### config.mk
export PLATFORM = sky130hd
export DESIGN_NAME = shlne_queue
export DESIGN_NICKNAME = d
export VERILOG_FILES = /design/src/hw/rtl/shlne_pkg.sv /design/src/hw/rtl/shlne_queue.sv
export SDC_FILE = /design/constraint.sdc
export NUM_CORES = 1
export LEC_CHECK = 0
export BUFFER_PORTS_ARGS = -buffer_cell sky130_fd_sc_hd__buf_2
export CAP_MARGIN = 5
export CORE_ASPECT_RATIO = 2
export CORE_MARGIN = 4
export CORE_UTILIZATION = 53
export DETAILED_ROUTE_END_ITERATION = 10
export GPL_ROUTABILITY_DRIVEN = 0
export MAX_ROUTING_LAYER = met4
export PLACE_DENSITY = 0.8
export SLEW_MARGIN = 30
export SYNTH_ARGS = -nofsm -noshare
export SYNTH_HDL_FRONTEND = slang
export SYNTH_SLANG_ARGS = --single-unit
### constraint.sdc
create_clock -name clk -period 16.6 [get_ports clk]
set_clock_uncertainty 0.15 [all_clocks]
set_input_delay 0.83 -clock clk [delete_from_list [all_inputs] [get_ports clk]]
set_output_delay 0.83 -clock clk [all_outputs]
set_load 0.05 [all_outputs]
### src/hw/rtl/shlne_pkg.sv
package shlne_pkg;

  localparam int MAX_WIDTH_DEF = 4096;
  localparam int MAX_STEP_DEF  = 16;

  localparam int NBANK      = 3;
  localparam int NTERM      = 9;
  localparam int BANK_DEPTH = NTERM + NTERM * NTERM;
  localparam int ENT_W      = $clog2(BANK_DEPTH);
  localparam int QDEPTH     = 2;
  localparam int VAL_W      = 64;
  localparam int TERM_W     = 48;
  localparam int SETUP_CYC  = 4;
  localparam int NADD       = 6;

  localparam int NUM_VEC    = NTERM * NBANK;
  localparam int NUM_SUMS   = NUM_VEC + NTERM * NTERM * NBANK;

  // sh basis constants in q.15
  localparam logic signed [16:0] K_C4  = 17'sd29040;
  localparam logic signed [16:0] K_2C2 = 17'sd33532;
  localparam logic signed [15:0] K_2C1 = 16'sd28118;
  localparam logic signed [15:0] K_C1  = 16'sd14059;
  localparam logic signed [15:0] K_C3  = 16'sd24351;
  localparam logic signed [16:0] K_C5  = 17'sd8117;

  localparam logic [0:0]  RST_PER_CHANNEL   = 1'b1;
  localparam logic [14:0] RST_MIRROR_WEIGHT = 15'd6554;
  localparam logic [4:0]  RST_SAMPLE_STEP   = 5'd1;
  localparam logic [12:0] RST_IMAGE_WIDTH   = 13'd640;

  typedef enum logic [1:0] {
    OP_ACC   = 2'd0,
    OP_READ  = 2'd1,
    OP_CLEAR = 2'd2,
    OP_NONE  = 2'd3
  } op_t;

  typedef enum logic [2:0] {
    CMD_NOP,
    CMD_ACC,
    CMD_READ,
    CMD_BAD,
    CMD_CLEAR
  } cmd_kind_t;

  typedef enum logic [2:0] {
    BK_CLEAR,
    BK_IDLE,
    BK_SETUP,
    BK_SWEEP,
    BK_READ
  } bk_state_t;

  typedef enum logic [1:0] {
    REG_PER_CHANNEL   = 2'd0,
    REG_MIRROR_WEIGHT = 2'd1,
    REG_SAMPLE_STEP   = 2'd2,
    REG_IMAGE_WIDTH   = 2'd3
  } reg_idx_t;

  typedef struct packed {
    cmd_kind_t          kind;
    logic [2:0][14:0]   color;
    logic [2:0][14:0]   albedo;
    logic signed [15:0] nx;
    logic signed [15:0] ny;
    logic signed [15:0] nz;
    logic [1:0]         bank;
    logic [ENT_W-1:0]   entry;
  } cmd_t;

  typedef struct packed {
    logic clearing;
  } bk_status_t;

  typedef struct packed {
    logic [ENT_W-1:0]             addr;
    logic [NBANK-1:0][VAL_W-1:0]  acc;
    logic [NBANK-1:0][TERM_W-1:0] tn;
    logic [NBANK-1:0][TERM_W-1:0] tm;
  } sweep_t;

  // round half away from zero, then shift right
  function automatic logic signed [63:0] rnd_shift(input logic signed [63:0] v,
                                                  input int unsigned s);
    logic signed [63:0] half;
    logic signed [63:0] mag;
    logic signed [63:0] r;
    half = 64'sd1 <<< (s - 1);
    mag  = v[63] ? -v : v;
    r    = (mag + half) >>> s;
    return v[63] ? -r : r;
  endfunction

  // vector terms pass unrounded, matrix terms round by 15; flip negates
  function automatic logic signed [TERM_W-1:0] round_term(
      input logic signed [TERM_W-1:0] v, input logic vec, input logic flip);
    logic              neg;
    logic [TERM_W-1:0] mag;
    logic [TERM_W-1:0] r;
    neg = v[TERM_W-1];
    mag = neg ? TERM_W'(-v) : TERM_W'(v);
    r   = vec ? mag : ((mag + TERM_W'(16384)) >> 15);
    return (neg ^ flip) ? -$signed(r) : $signed(r);
  endfunction

  function automatic logic signed [VAL_W-1:0] sat_add(input logic signed [VAL_W-1:0] a,
                                                     input logic signed [TERM_W-1:0] t);
    logic signed [VAL_W-1:0] ext;
    logic signed [VAL_W-1:0] sum;
    ext = VAL_W'(t);
    sum = a + ext;
    if ((a[VAL_W-1] == ext[VAL_W-1]) && (sum[VAL_W-1] != a[VAL_W-1])) begin
      return a[VAL_W-1] ? {1'b1, {(VAL_W-1){1'b0}}} : {1'b0, {(VAL_W-1){1'b1}}};
    end
    return sum;
  endfunction

  // terms whose sign follows z in the mirrored basis
  function automatic logic mirror_neg(input logic [3:0] k);
    return (k == 4'd2) || (k == 4'd5) || (k == 4'd7);
  endfunction

endpackage

### src/hw/rtl/shlne_queue.sv
module shlne_queue
  import shlne_pkg::*;
#(
  parameter int DEPTH = QDEPTH
) (
  input  logic clk,
  input  logic rst_n,
  input  logic push,
  input  cmd_t push_cmd,
  output logic full,
  input  logic pop,
  output logic valid,
  output cmd_t cmd
);

  localparam int PTRW = (DEPTH > 1) ? $clog2(DEPTH) : 1;
  localparam int CNTW = $clog2(DEPTH + 1);

  cmd_t            slot_r [DEPTH];
  logic [PTRW-1:0] wr_ptr_r, wr_ptr_nxt;
  logic [PTRW-1:0] rd_ptr_r, rd_ptr_nxt;
  logic [CNTW-1:0] count_r, count_nxt;

  assign full  = (count_r == CNTW'(DEPTH));
  assign valid = (count_r != '0);
  assign cmd   = slot_r[rd_ptr_r];

  always_comb begin
    wr_ptr_nxt = wr_ptr_r;
    rd_ptr_nxt = rd_ptr_r;
    count_nxt  = count_r;
    if (push) begin
      wr_ptr_nxt = (wr_ptr_r == PTRW'(DEPTH - 1)) ? '0 : wr_ptr_r + 1'b1;
    end
    if (pop) begin
      rd_ptr_nxt = (rd_ptr_r == PTRW'(DEPTH - 1)) ? '0 : rd_ptr_r + 1'b1;
    end
    if (push && !pop) begin
      count_nxt = count_r + 1'b1;
    end else if (pop && !push) begin
      count_nxt = count_r - 1'b1;
    end
  end

  always_ff @(posedge clk) begin
    if (push) begin
      slot_r[wr_ptr_r] <= push_cmd;
    end
  end

  always_ff @(posedge clk) begin
    if (!rst_n) begin
      wr_ptr_r <= '0;
      rd_ptr_r <= '0;
      count_r  <= '0;
    end else begin
      wr_ptr_r <= wr_ptr_nxt;
      rd_ptr_r <= rd_ptr_nxt;
      count_r  <= count_nxt;
    end
  end

endmodule

## After elaboration in Yosys (flattened, before gate mapping)

Memory sizes are Yosys's and may differ from the RTL's. A register that Yosys moved wholly into a read port is not among the register bits.
Cells that the tools add are included.

- Add/subtract/negate cells: 4
- Reduce and logical (&&, ||, !) cells: 6
- Equal/unequal tests: 1
- Muxes and demuxes: 8

Operators by type and width:

| cell | count |
|---|---|
| $mux W1 | 6 |
| $mux W2 | 2 |
| $reduce_bool A2 Y1 | 2 |
| $add A1 B1 Y1 const B | 2 |
| $add A2 B1 Y2 const B | 1 |
| $eq A2 B2 Y1 const B | 1 |
| $logic_and A1 B1 Y1 | 2 |
| $logic_not A1 Y1 | 2 |
| $sub A2 B1 Y2 const B | 1 |

- Memories kept: 1
- Register bits after elaboration: 4
- Output and inout port bits: 152
- Input port bits: 154
- Bits in writable memories: 300
- Logic and storage cells: 23

Memory list:

| memory | depth | bits a word | rd ports | clocked after memory_dff | write ports | line | RTL |
|---|---|---|---|---|---|---|---|
| slot_r | 2 | 150 | 1 | 1 | 1 | shlne_queue.sv:19 | `cmd_t slot_r [DEPTH];` |

## Depth between registers and ports, before layout

- Depth after elaboration: 4
- Gate-level depth with buffers: 5

## Worst setup path before layout

OpenSTA, ideal clock, no wires.

- Path type: input to register
- Start: input port push
- End: memory slot_r[0][0] in the netlist's numbering, enable pin
- Buffers on the path: 0
- Path slack: 8.422 ns
- Required time: 15.771 ns
- Data arrival time: 7.349 ns
- Setup time: 0.679 ns
- Cell stages on the path: 1
- Cell sequence: nor2b_1

- Longest elaborated chain between the ends: 2

RTL lines:

| what | line | RTL |
|---|---|---|
| from (decl) | shlne_queue.sv:8 | `input logic push,` |
| $mux W1 | shlne_queue.sv:46 | `if (push) begin` |
| $mux W1 (not written as such) | shlne_queue.sv:47 | `slot_r[wr_ptr_r] <= push_cmd;` |
| to (decl) | shlne_queue.sv:19 |  |

No other way between the ends.

==> impl_metrics.toml <==
[critical_path]
crit_type = "reg2out"
crit_arrival_ns = 3.53
critPathLaunchType = "flop"
reg2reg_slack_ns = 14.06
endpoint_kind = "primary output"
timing.rr.start = "wr_ptr_r$_SDFFE_PN0P_"
cp.required_ns = 15.62
timing.rr.end = "slot_r[0][99]$_DFFE_PP_"
r2r_cells = 3
crit_fanout = 58

[routing]
top_layer = "met4"
post_drt_wl_per_cell_um = 20.7
totalWireLength_mm = 22.9
drtIter0Drc = 325
drc = 0
drt-met1-wl_mm = 7.37
wl_met3_mm = 1.48
vias_per_cell = 5.11
num_vias = 5662
ant_nets = 0
firstDrtPassIters = 4
route.met2.wl_mm = 13.1

[min_path]
min_path_cells = 1
min_path_type = "in2reg"
min-delay-start = "push_cmd[1]"
hold_end = "slot_r[0][1]$_DFFE_PP_"

[power_and_ir_drop]
power.leakage_nw = 5.54
design_power_total_w = 0.00184
cellPowerDensity_nw_per_um2 = 130
irDropWorstVdd_mv = 0.111

[synthesis]
synthFlopType = "edfxtp_1"
synth_area_leaders = "edfxtp_1 79%, mux2_4 13%, mux2_2 4.9%"
synth_top_family_by_area = "multiplexers"
netlist_area_um2 = 11500
synth_cell_types = 18
async_flop_share = 0
yosys.area_share.adder = 0.00109
seq_area_frac_synth = 0.795
synth_xor_area_frac = 0.00229
synth_nets = 644
synth_compound_area_frac = 0.00175
netlist_top_cells_count = "300 x edfxtp_1, 100 x mux2_4, 50 x mux2_2"
synth-simple-area-share = 0.00491
synth_top_area_cell = "edfxtp_1"
synth_seq_cells = 305
synth-edff-count = 300
syn_area_per_cell_um2 = 23.4
synth_top_area_frac = 0.786
yosysWarnings = 0
postSynthCellCount = 489
synthMuxAreaShare = 0.180
yosysMostFrequentCell = "edfxtp_1"

[cells_and_area]
multi_input_area_um2 = 2190
seq_area_um2 = 9110
fillCellCount = 1460
syn_to_final_growth_pct = 23.7
fin_nets = 966
final_util = 0.671
drive_gt1_frac = 0.608

[run_status]
status = "finished clean"

[sta]
fmax_mhz = 222
setup_tns_ns = 0
fin_crit_sh = 0.272
finalMaxSlewViolations = 0
fin_crit_ns = 4.51
worst_pin_slew_ns = 0.831
relSlewSlack = 0.446
timing_hold_violations_final = 0
rsz0062_at_grt = "no"
hold_slack_ns = 0.351
setup_viol = 0

[grt]
antenna_found_initial = 9
grt_pass1_wl_mm = 34.0
grt_max_degree = 80
overflow = 0
track_usage = 0.189
grt_pass1_vias = 6210

[clocking]
postCtsSetupBuffers = 0
hold_buffers = 0
cts_tree = "yes"
cts_resized = 0
clock_latency_ns = 0.51
clkSinkCount = 305
cts_root_buf = "clkbuf_16"
htreeDepth = 1
cts_buffers = 25
clockBufferDepth = 3
clk_pin_slew_ns = 0.07

[flow_run]
maxCapViolations = 0

[floorplan]
die_y_um = 216
rows = 75
die_area_um2 = 24200
die_x_um = 112
pin_count = 306
start_util = 0.543
core-area_um2 = 21100

[placement]
hpwl_mm = 16.0
port_buffers = 305
==> stage by stage <==
step | instance area, µm² | instances | setup WS (ns)
floorplan | 11500 | 489 | 8.42
global placement | 13200 | 1051 | 12.41
detailed placement | 13200 | 1051 | 12.35
CTS | 14100 | 1096 | 11.78
global route | 14200 | 1107 | 11.90
finish | 14200 | 1107 | 12.09
==> routing by layer <==
| metal | up-vias | track usage |
|---|---|---|
| met3 | 58 | 0.0390 |
| li1 | 2596 | - |
| met2 | 238 | 0.343 |
| met5 | - | - |
| met4 | 0 | 0.101 |
| met1 | 2770 | 0.187 |
==> layout make-up <==
type,count,area share
inverter,1,0.000265
antenna,9,0.00159
sequential,305,0.643
clock inverter,15,0.0158
timing repair buffer,312,0.114
multi-input combinational,166,0.154
clock buffer,30,0.0469
tap,269,0.0237
==> where the power goes <==
part | internal (W) | switching (W) | leakage (nW)
Sequential | 0.000890 | 0.0000160 | 2.86
Clock | 0.000379 | 0.000249 | 0.437
Combinational | 0.0000963 | 0.000206 | 2.25
Total | 0.00137 | 0.000472 | 5.54
==> sequential cells by signal (all words and copies together) (netlist names), named ones only <==
signal	cells
slot_r	300
wr_ptr_r	1
count_r	2
rd_ptr_r	1
==> cells in the final DEF (no fill, tap or decap), types with 2 or more instances in the layout <==
master,instances
clkbuf_1,3
buf_4,2
mux2_2,50
nor2b_1,2
buf_2,305
dfxtp_1,4
clkinv_1,4
diode_2,9
buf_6,3
and2_1,3
clkbuf_16,25
bufinv_16,6
mux2_4,100
xor2_1,2
edfxtp_1,300
clkinv_2,4
clkbuf_8,2
==> worst max path at each step <==
stage | start | to | slack, ns | depth (start not counted)
after floorplan | push | slot_r[0][0]$_DFFE_PP_ | 8.42 | 1
after global placement | flop | cmd[139] | 12.41 | 4
after detailed placement | flop | cmd[5] | 12.35 | 4
after CTS | flop | cmd[5] | 11.78 | 4
after global routing | flop | cmd[3] | 11.90 | 4
final | flop | cmd[5] | 12.09 | 4
==> critical path, stage by stage, from the launching register on <==
cell     delay (ns)
dfxtp_4        0.89
buf_4          0.75
buf_6          0.66
mux2_2         0.42
buf_2          0.22
==> cells by family after synthesis <==
family | count (synthesis)
compound gates | 3
buf+inv | 18
mux | 150
xor+xnor | 3
fa+ha+maj | 1
simple gates | 9
flops | 305
(Power assumes the default switching activity.)
