[src/hw/rtl/shlne_pkg.sv]
package shlne_pkg;

  localparam int MAX_WIDTH_DEF = 4096;
  localparam int MAX_STEP_DEF  = 16;

  localparam int NBANK      = 3;
  localparam int NTERM      = 9;
  localparam int BANK_DEPTH = NTERM + NTERM * NTERM;
  localparam int ENT_W      = $clog2(BANK_DEPTH);
  localparam int QDEPTH     = 2;
  localparam int VAL_W      = 64;
  localparam int TERM_W     = 48;
  localparam int SETUP_CYC  = 4;
  localparam int NADD       = 6;

  localparam int NUM_VEC    = NTERM * NBANK;
  localparam int NUM_SUMS   = NUM_VEC + NTERM * NTERM * NBANK;

  // sh basis constants in q.15
  localparam logic signed [16:0] K_C4  = 17'sd29040;
  localparam logic signed [16:0] K_2C2 = 17'sd33532;
  localparam logic signed [15:0] K_2C1 = 16'sd28118;
  localparam logic signed [15:0] K_C1  = 16'sd14059;
  localparam logic signed [15:0] K_C3  = 16'sd24351;
  localparam logic signed [16:0] K_C5  = 17'sd8117;

  localparam logic [0:0]  RST_PER_CHANNEL   = 1'b1;
  localparam logic [14:0] RST_MIRROR_WEIGHT = 15'd6554;
  localparam logic [4:0]  RST_SAMPLE_STEP   = 5'd1;
  localparam logic [12:0] RST_IMAGE_WIDTH   = 13'd640;

  typedef enum logic [1:0] {
    OP_ACC   = 2'd0,
    OP_READ  = 2'd1,
    OP_CLEAR = 2'd2,
    OP_NONE  = 2'd3
  } op_t;

  typedef enum logic [2:0] {
    CMD_NOP,
    CMD_ACC,
    CMD_READ,
    CMD_BAD,
    CMD_CLEAR
  } cmd_kind_t;

  typedef enum logic [2:0] {
    BK_CLEAR,
    BK_IDLE,
    BK_SETUP,
    BK_SWEEP,
    BK_READ
  } bk_state_t;

  typedef enum logic [1:0] {
    REG_PER_CHANNEL   = 2'd0,
    REG_MIRROR_WEIGHT = 2'd1,
    REG_SAMPLE_STEP   = 2'd2,
    REG_IMAGE_WIDTH   = 2'd3
  } reg_idx_t;

  typedef struct packed {
    cmd_kind_t          kind;
    logic [2:0][14:0]   color;
    logic [2:0][14:0]   albedo;
    logic signed [15:0] nx;
    logic signed [15:0] ny;
    logic signed [15:0] nz;
    logic [1:0]         bank;
    logic [ENT_W-1:0]   entry;
  } cmd_t;

  typedef struct packed {
    logic clearing;
  } bk_status_t;

  typedef struct packed {
    logic [ENT_W-1:0]             addr;
    logic [NBANK-1:0][VAL_W-1:0]  acc;
    logic [NBANK-1:0][TERM_W-1:0] tn;
    logic [NBANK-1:0][TERM_W-1:0] tm;
  } sweep_t;

  // round half away from zero, then shift right
  function automatic logic signed [63:0] rnd_shift(input logic signed [63:0] v,
                                                  input int unsigned s);
    logic signed [63:0] half;
    logic signed [63:0] mag;
    logic signed [63:0] r;
    half = 64'sd1 <<< (s - 1);
    mag  = v[63] ? -v : v;
    r    = (mag + half) >>> s;
    return v[63] ? -r : r;
  endfunction

  // vector terms pass unrounded, matrix terms round by 15; flip negates
  function automatic logic signed [TERM_W-1:0] round_term(
      input logic signed [TERM_W-1:0] v, input logic vec, input logic flip);
    logic              neg;
    logic [TERM_W-1:0] mag;
    logic [TERM_W-1:0] r;
    neg = v[TERM_W-1];
    mag = neg ? TERM_W'(-v) : TERM_W'(v);
    r   = vec ? mag : ((mag + TERM_W'(16384)) >> 15);
    return (neg ^ flip) ? -$signed(r) : $signed(r);
  endfunction

  function automatic logic signed [VAL_W-1:0] sat_add(input logic signed [VAL_W-1:0] a,
                                                     input logic signed [TERM_W-1:0] t);
    logic signed [VAL_W-1:0] ext;
    logic signed [VAL_W-1:0] sum;
    ext = VAL_W'(t);
    sum = a + ext;
    if ((a[VAL_W-1] == ext[VAL_W-1]) && (sum[VAL_W-1] != a[VAL_W-1])) begin
      return a[VAL_W-1] ? {1'b1, {(VAL_W-1){1'b0}}} : {1'b0, {(VAL_W-1){1'b1}}};
    end
    return sum;
  endfunction

  // terms whose sign follows z in the mirrored basis
  function automatic logic mirror_neg(input logic [3:0] k);
    return (k == 4'd2) || (k == 4'd5) || (k == 4'd7);
  endfunction

endpackage

[src/hw/rtl/shlne_front.sv]
module shlne_front
  import shlne_pkg::*;
#(
  parameter int MAX_WIDTH = MAX_WIDTH_DEF,
  parameter int MAX_STEP  = MAX_STEP_DEF
) (
  input  logic               clk,
  input  logic               rst_n,
  input  logic               in_valid,
  output logic               in_stall,
  input  logic [1:0]         in_op,
  input  logic [14:0]        in_color_r,
  input  logic [14:0]        in_color_g,
  input  logic [14:0]        in_color_b,
  input  logic [14:0]        in_albedo_r,
  input  logic [14:0]        in_albedo_g,
  input  logic [14:0]        in_albedo_b,
  input  logic               in_albedo_valid,
  input  logic signed [15:0] in_normal_x,
  input  logic signed [15:0] in_normal_y,
  input  logic signed [15:0] in_normal_z,
  input  logic [8:0]         in_read_index,
  input  logic [4:0]         sample_step,
  input  logic [12:0]        image_width,
  input  bk_status_t         bk_status,
  input  logic               q_full,
  output logic               q_push,
  output cmd_t               q_cmd
);

  localparam int CW = $clog2(MAX_WIDTH);
  localparam int PW = (MAX_STEP > 1) ? $clog2(MAX_STEP) : 1;
  localparam int SW = $clog2(MAX_STEP + 1);
  localparam int WW = $clog2(MAX_WIDTH + 1);

  logic [CW-1:0] col_count_r, col_count_nxt;
  logic [PW-1:0] col_phase_r, col_phase_nxt;
  logic [PW-1:0] row_phase_r, row_phase_nxt;
  logic [SW-1:0] step_eff;
  logic [WW-1:0] width_eff;
  logic          accept;

  assign in_stall = q_full | bk_status.clearing;
  assign accept   = in_valid & ~in_stall;
  assign q_push   = accept;

  always_comb begin
    if (sample_step == 5'd0) begin
      step_eff = SW'(1);
    end else if (int'(sample_step) > MAX_STEP) begin
      step_eff = SW'(MAX_STEP);
    end else begin
      step_eff = SW'(sample_step);
    end
    if (image_width == 13'd0) begin
      width_eff = WW'(1);
    end else if (int'(image_width) > MAX_WIDTH) begin
      width_eff = WW'(MAX_WIDTH);
    end else begin
      width_eff = WW'(image_width);
    end
  end

  // classify and precompute the bank and entry of a read
  always_comb begin
    logic [8:0] m;
    m = in_read_index - 9'd27;
    q_cmd.color  = {in_color_b, in_color_g, in_color_r};
    q_cmd.albedo = {in_albedo_b, in_albedo_g, in_albedo_r};
    q_cmd.nx     = in_normal_x;
    q_cmd.ny     = in_normal_y;
    q_cmd.nz     = in_normal_z;
    q_cmd.bank   = 2'd0;
    q_cmd.entry  = '0;
    q_cmd.kind   = CMD_NOP;
    case (op_t'(in_op))
      OP_ACC: begin
        if (in_albedo_valid && col_phase_r == '0 && row_phase_r == '0) begin
          q_cmd.kind = CMD_ACC;
        end
      end
      OP_READ: begin
        if (in_read_index < 9'(NUM_VEC)) begin
          q_cmd.kind = CMD_READ;
          if (in_read_index >= 9'd18) begin
            q_cmd.bank  = 2'd2;
            q_cmd.entry = ENT_W'(in_read_index - 9'd18);
          end else if (in_read_index >= 9'd9) begin
            q_cmd.bank  = 2'd1;
            q_cmd.entry = ENT_W'(in_read_index - 9'd9);
          end else begin
            q_cmd.entry = ENT_W'(in_read_index);
          end
        end else if (in_read_index < 9'(NUM_SUMS)) begin
          q_cmd.kind = CMD_READ;
          if (m >= 9'd162) begin
            q_cmd.bank  = 2'd2;
            q_cmd.entry = ENT_W'(m - 9'd153);
          end else if (m >= 9'd81) begin
            q_cmd.bank  = 2'd1;
            q_cmd.entry = ENT_W'(m - 9'd72);
          end else begin
            q_cmd.entry = ENT_W'(m + 9'd9);
          end
        end else begin
          q_cmd.kind = CMD_BAD;
        end
      end
      OP_CLEAR: q_cmd.kind = CMD_CLEAR;
      default:  q_cmd.kind = CMD_NOP;
    endcase
  end

  always_comb begin
    col_count_nxt = col_count_r;
    col_phase_nxt = col_phase_r;
    row_phase_nxt = row_phase_r;
    if (accept && op_t'(in_op) == OP_ACC) begin
      col_phase_nxt = (int'(col_phase_r) + 1 >= int'(step_eff)) ? '0 : col_phase_r + 1'b1;
      if (int'(col_count_r) + 1 >= int'(width_eff)) begin
        col_count_nxt = '0;
        col_phase_nxt = '0;
        row_phase_nxt = (int'(row_phase_r) + 1 >= int'(step_eff)) ? '0 : row_phase_r + 1'b1;
      end else begin
        col_count_nxt = col_count_r + 1'b1;
      end
    end else if (accept && op_t'(in_op) == OP_CLEAR) begin
      col_count_nxt = '0;
      col_phase_nxt = '0;
      row_phase_nxt = '0;
    end
  end

  always_ff @(posedge clk) begin
    if (!rst_n) begin
      col_count_r <= '0;
      col_phase_r <= '0;
      row_phase_r <= '0;
    end else begin
      col_count_r <= col_count_nxt;
      col_phase_r <= col_phase_nxt;
      row_phase_r <= row_phase_nxt;
    end
  end

endmodule

[config.mk]
export PLATFORM = sky130hd
export DESIGN_NAME = shlne_front
export DESIGN_NICKNAME = d
export VERILOG_FILES = /design/src/hw/rtl/shlne_pkg.sv /design/src/hw/rtl/shlne_front.sv
export SDC_FILE = /design/constraint.sdc
export NUM_CORES = 1
export LEC_CHECK = 0
export BUFFER_PORTS_ARGS = -buffer_cell sky130_fd_sc_hd__buf_2
export CORE_AREA = 5 5 124 126
export DETAILED_ROUTE_END_ITERATION = 10
export DIE_AREA = 0 0 129 131
export PLACE_DENSITY_LB_ADDON = 0.1
export SYNTH_ARGS = -nofsm -noshare
export SYNTH_HDL_FRONTEND = slang
export SYNTH_SLANG_ARGS = --single-unit
export TNS_END_PERCENT = 1
[constraint.sdc]
create_clock -name clk -period 5.57 [get_ports clk]
set_clock_uncertainty 0.1 [all_clocks]
set_input_delay 0.557 -clock clk [delete_from_list [all_inputs] [get_ports clk]]
set_output_delay 0.557 -clock clk [all_outputs]
set_load 0.05 [all_outputs]
Yosys cells after proc, flatten, opt, wreduce, memory -nomap -nowiden
Index checks and enable logic that the tools add are counted.
{ "op_classes": {"add_sub_neg": 12, "n_mul": 0, "div": 0, "magnitude_cmp": 11, "n_eq_ne": 3, "n_shift": 0, "muxes": 27, "n_bitwise": 3, "reduce_logical": 11} }
{ "ops": {"columns": ["cell", "count"], "rows": [
  ["9-bit two-way mux", 5],
  ["12-bit two-way mux", 3],
  ["4-bit two-way mux", 7],
  ["13-bit two-way mux", 2],
  ["7-bit two-way mux", 2],
  ["7-bit by 5-bit subtractor with 7-bit output (second input constant)", 2],
  ["12-bit by 1-bit adder with 13-bit output (second input constant)", 1],
  ["13-bit greater-or-equal comparator", 1],
  ["13-bit greater-than comparator (second input constant)", 1],
  ["13-bit zero test", 1],
  ["12-bit by 1-bit adder with 12-bit output (second input constant)", 1],
  ["4-bit by 1-bit adder with 5-bit output (second input constant)", 2],
  ["5-bit greater-or-equal comparator", 2],
  ["5-bit two-way mux", 2],
  ["9-bit by 4-bit greater-or-equal comparator with 1-bit output (second input constant)", 1],
  ["9-bit by 5-bit greater-or-equal comparator with 1-bit output (second input constant)", 1],
  ["9-bit by 7-bit greater-or-equal comparator with 1-bit output (second input constant)", 1],
  ["9-bit by 8-bit greater-or-equal comparator with 1-bit output (second input constant)", 1],
  ["9-bit by 5-bit less-than comparator with 1-bit output (second input constant)", 1],
  ["9-bit less-than comparator (second input constant)", 1],
  ["3-bit case mux with 3 select lines", 1],
  ["9-bit by 5-bit subtractor with 9-bit output (second input constant)", 1],
  ["4-bit by 1-bit adder with 4-bit output (second input constant)", 2],
  ["4-bit zero test", 2],
  ["16 further kinds", 23]
]} }
{ "word_totals": {"regBits": 20, "latchBits": 0, "mem_bits_rw": 0, "romBits": 0, "in_bits": 173, "output_inout_bits": 152, "mem_count": 0} }

Longest topological paths before layout
{ "depth": {"word_depth": 7, "mapped_depth": 16} }

Worst setup path before layout
OpenSTA, ideal clock, no wires.
{ "synth_path": {"kind": "input -> output", "startpoint": "in in_read_index[2]", "endpoint": "out q_cmd[6] (netlist bit)", "t_arrival_ps": 4581, "setup_slack_ps": 332, "stages": 14, "path_buffers": 2, "path_cell_list": "buf_2 > buf_1 > inv_1 > ha_1 > a21oi_1 > xnor2_1 > inv_1 > ha_1 > nor2b_1 > a31oi_1 > a211oi_1 > o21ai_1 > nand2_1 > o41ai_1"} }
{ "synth_rtl": {"columns": ["element", "line_no", "source"], "rows": [
  ["start, declared", "shlne_front.sv:22", "input logic [8:0] in_read_index,"],
  ["end, declared", "shlne_front.sv:28", "output cmd_t q_cmd"]
]} }

==> results.py <==
metrics = {
    "synth": {
        "synth_nets": 780,
        "synth_area_mm2": 0.004198,
        "synth_cells": 565,
        "synth-edff-count": 0,
        "avgSynthCellArea_um2": 7.430,
        "ys_ff_latch": 20,
        "synth-main-ff-cell": "dfxtp_1",
        "ys_seq_area_share_pct": 9.538,
        "synth_warnings": 0,
        "synth.distinct_cells": 74,
        "synthArstFlopShare_pct": 0,
    },
    "critical_path": {
        "cpMaxStageDelayCell": "xnor2_1",
        "crit_fanout": 7,
        "arrival_ns": 4.24,
        "cp_slowest_stage_delay_ns": 0.58,
        "crit_type": "input pin to output pin",
        "crit_chain": "buf_2, inv_1, ha_1, a21oi_1, xnor2_1, inv_1, ha_1, nor2_1, a21oi_1, a311oi_2, o21ai_2, a21boi_1, or4_1, nand3_1, buf_2",
        "critPathCaptureType": "output pin",
        "crit_required_ns": 4.91,
        "critPathLaunchType": "input pin",
    },
    "placed_design": {
        "dp_hpwl_um": 9022,
        "portBuffers": 48,
        "finalWeightedCongestion": 0.8327,
        "place_ws_ns": 0.7814,
        "dp.cells": 643,
    },
    "sta": {
        "relSlewSlack_pct": 33.07,
        "fmax_mhz": 204.0,
        "fin_crit_sh_pct": 87.99,
        "period_needed_ns": 4.901,
        "rsz0062_at_grt": "no",
        "setup_ws_ns": 0.6692,
        "tightestPinTransition_ns": 0.9909,
        "hold_violations": 0,
        "finalMaxSlewViolations": 0,
        "setup_viol": 0,
        "finalSetupTns_ns": 0,
    },
    "grt": {
        "grt_usage_pct": 13.04,
        "grt_max_degree": 30,
        "gr-total-overflow": 0,
        "grt_pass1_wl_um": 17960,
        "grt_pass1_vias": 3428,
        "antenna_found_initial": 0,
    },
    "power": {
        "p_per_area_mw_per_mm2": 149.2,
        "p_comb_share_pct": 36.7,
        "power_uw": 547.9,
        "p_leak_nw": 1.645,
        "clkPwrFrac_pct": 37.1,
        "p_int_uw": 353.2,
        "swShare_pct": 35.54,
        "vdd_ir_drop_max_mv": 0.09499,
        "p_switching_uw": 194.7,
        "seqPwrFrac_pct": 26.3,
    },
    "layout": {
        "nNetsFinal": 679,
        "antenna_cells": 0,
        "seqCellArea_um2": 400.4,
        "instances_no_fill": 647,
        "syn_to_final_growth_pct": -12.52,
        "drive_gt1_share_pct": 14.90,
        "multi_input_area_mm2": 0.002565,
        "fill_cells": 1591,
    },
    "clock_network": {
        "clock-sinks": 20,
        "clockRootBuffer": "clkbuf_16",
        "htree_levels": 1,
        "cts_setup_buffers": 0,
        "insertion_delay_ns": 0.26,
        "cts_buffer_depth": 2,
        "clk_pin_slew_ns": 0.06,
        "cts_buffers": 3,
        "tritoncts": "yes",
        "postCtsHoldBufs": 0,
        "ctsResizeCount": 0,
    },
    "route": {
        "routed_wl_um": 11370,
        "dr_total_vias": 3465,
        "remaining_drc_errors": 0,
        "wl_per_cell_um": 17.58,
        "drt_first_pass_iters": 4,
        "drt_iter0_drc": 173,
        "routed_via_density": 5.355,
        "drtAntennaViolNets": 0,
    },
    "die": {
        "fp.dieH_um": 131,
        "design.core.area_mm2": 0.01420,
        "ios": 325,
        "start_util_pct": 29.55,
        "die_x_um": 129,
        "fp.dieArea_mm2": 0.01690,
        "placementRows": 44,
    },
    "outcome": {
        "status": "complete, no violations",
    },
    "worst_hold_path": {
        "hold_class": "register to register",
    },
    "job": {
        "maxCapViolations": 0,
    },
}
-- worst paths after layout --
kind / slack (ns) / cells past startpoint / endpoint / from
worst min-delay path: 0.40 / 2 / row_phase_r[1] / row_phase_r[1]
worst min register to register: 0.40 / 2 / row_phase_r[1] / row_phase_r[1]
worst max register to register: 1.46 / 15 / col_count_r[3] / col_count_r[0]
worst max-delay path: 0.67 / 15 / q_cmd[5] / in_read_index[2]
-- through the flow --
stage / instance area (µm²) / hold WS (ns) / util, %
finish: 3672 / 0.3982 / 25.85
global route: 3672 / 0.4380 / 25.85
CTS: 3672 / 0.4034 / 25.85
detailed placement: 3567 / 0.3952 / 25.11
global placement: 3567 / 0.3977 / 25.11
floorplan: 4198 / 0.3680 / -
-- Yosys cell counts (4+ instances only) --
| library cell | count | area (µm²) |
|---|---|---|
| nor2b_1 | 11 | 68.82 |
| xnor2_1 | 13 | 113.9 |
| ha_1 | 42 | 525.5 |
| inv_1 | 31 | 116.4 |
| mux2i_1 | 6 | 60.06 |
| o211ai_1 | 5 | 37.54 |
| nand2_1 | 52 | 195.2 |
| dfxtp_1 | 20 | 400.4 |
| a211oi_1 | 5 | 37.54 |
| nor3b_1 | 5 | 37.54 |
| a32o_1 | 6 | 60.06 |
| nor3_1 | 11 | 55.05 |
| nand2b_1 | 7 | 43.79 |
| and3_1 | 6 | 37.54 |
| buf_2 | 4 | 20.02 |
| a21boi_1 | 6 | 45.04 |
| nor2_1 | 25 | 93.84 |
| a21o_1 | 8 | 60.06 |
| o21ai_0 | 6 | 30.03 |
| and3b_1 | 4 | 35.03 |
| nand3_1 | 14 | 70.07 |
| clkbuf_1 | 12 | 45.04 |
| buf_4 | 138 | 1036 |
| a21oi_1 | 17 | 85.08 |
| nor4_1 | 4 | 25.02 |
| xor2_1 | 7 | 61.31 |
| o31ai_1 | 5 | 37.54 |
| and2_1 | 7 | 43.79 |
| a31oi_1 | 5 | 31.28 |
| nand3b_1 | 4 | 30.03 |
| nand4_1 | 4 | 25.02 |
| o21ai_1 | 13 | 65.06 |
-- final cells by class --
class	instances	area share [%]
repair buffers	50	6.951
well taps	184	6.269
multi-input cells	358	69.85
clock buffers	3	2.044
flip-flops and latches	20	10.90
clock inverters	1	0.8177
inverters	31	3.169
-- logic make-up after synthesis --
logic type,Yosys count,share of synthesized area (%)
mux,6,1.431
buf+inv,187,29.36
compound gates,119,21.40
flops,20,9.538
xor+xnor,21,4.561
simple gates,170,21.19
fa+ha+maj,42,12.52
-- layer usage --
metal  global-route usage (%)  wire length [µm]
met3                    4.959              1087
met1                    15.64              4628
met5                        0                 0
met2                    21.46              5371
met4                    4.447               287
-- flip-flops by register name, summed over array words and instances, names as in the netlist --
signal / cells
col_phase_r: 4
row_phase_r: 4
col_count_r: 12
-- power groups by stage --
| stage | Combinational (mW) | Clock (mW) | Sequential, mW |
|---|---|---|---|
| after floorplan | 0.409 | 0 | 0.147 |
| after global placement | 0.202 | 0 | 0.147 |
| after detailed placement | 0.200 | 0 | 0.147 |
| after CTS | 0.201 | 0.210 | 0.144 |
| after global routing | 0.221 | 0.215 | 0.144 |
| final | 0.201 | 0.203 | 0.144 |
-- cell usage in the layout, fill, tap and decap left out, types with 8 or more instances in the layout --
cell type and instances:
nand2_1 52, buf_2 48, ha_1 42, inv_1 31, nor2_1 25, dfxtp_1 20, a21oi_1 17, nand3_1 14
xnor2_1 13, o21ai_1 13, nor3_1 11, nor2b_1 11, a21o_1 8
-- worst max-delay path: cells and delay by family --
family,cells,cell delay (ns)
compound gates,5,1.09
xor+xnor,1,0.58
fa+ha+maj,2,0.59
buf+inv,4,0.74
simple gates,3,0.69
Power figures use the tool's default switching activity.
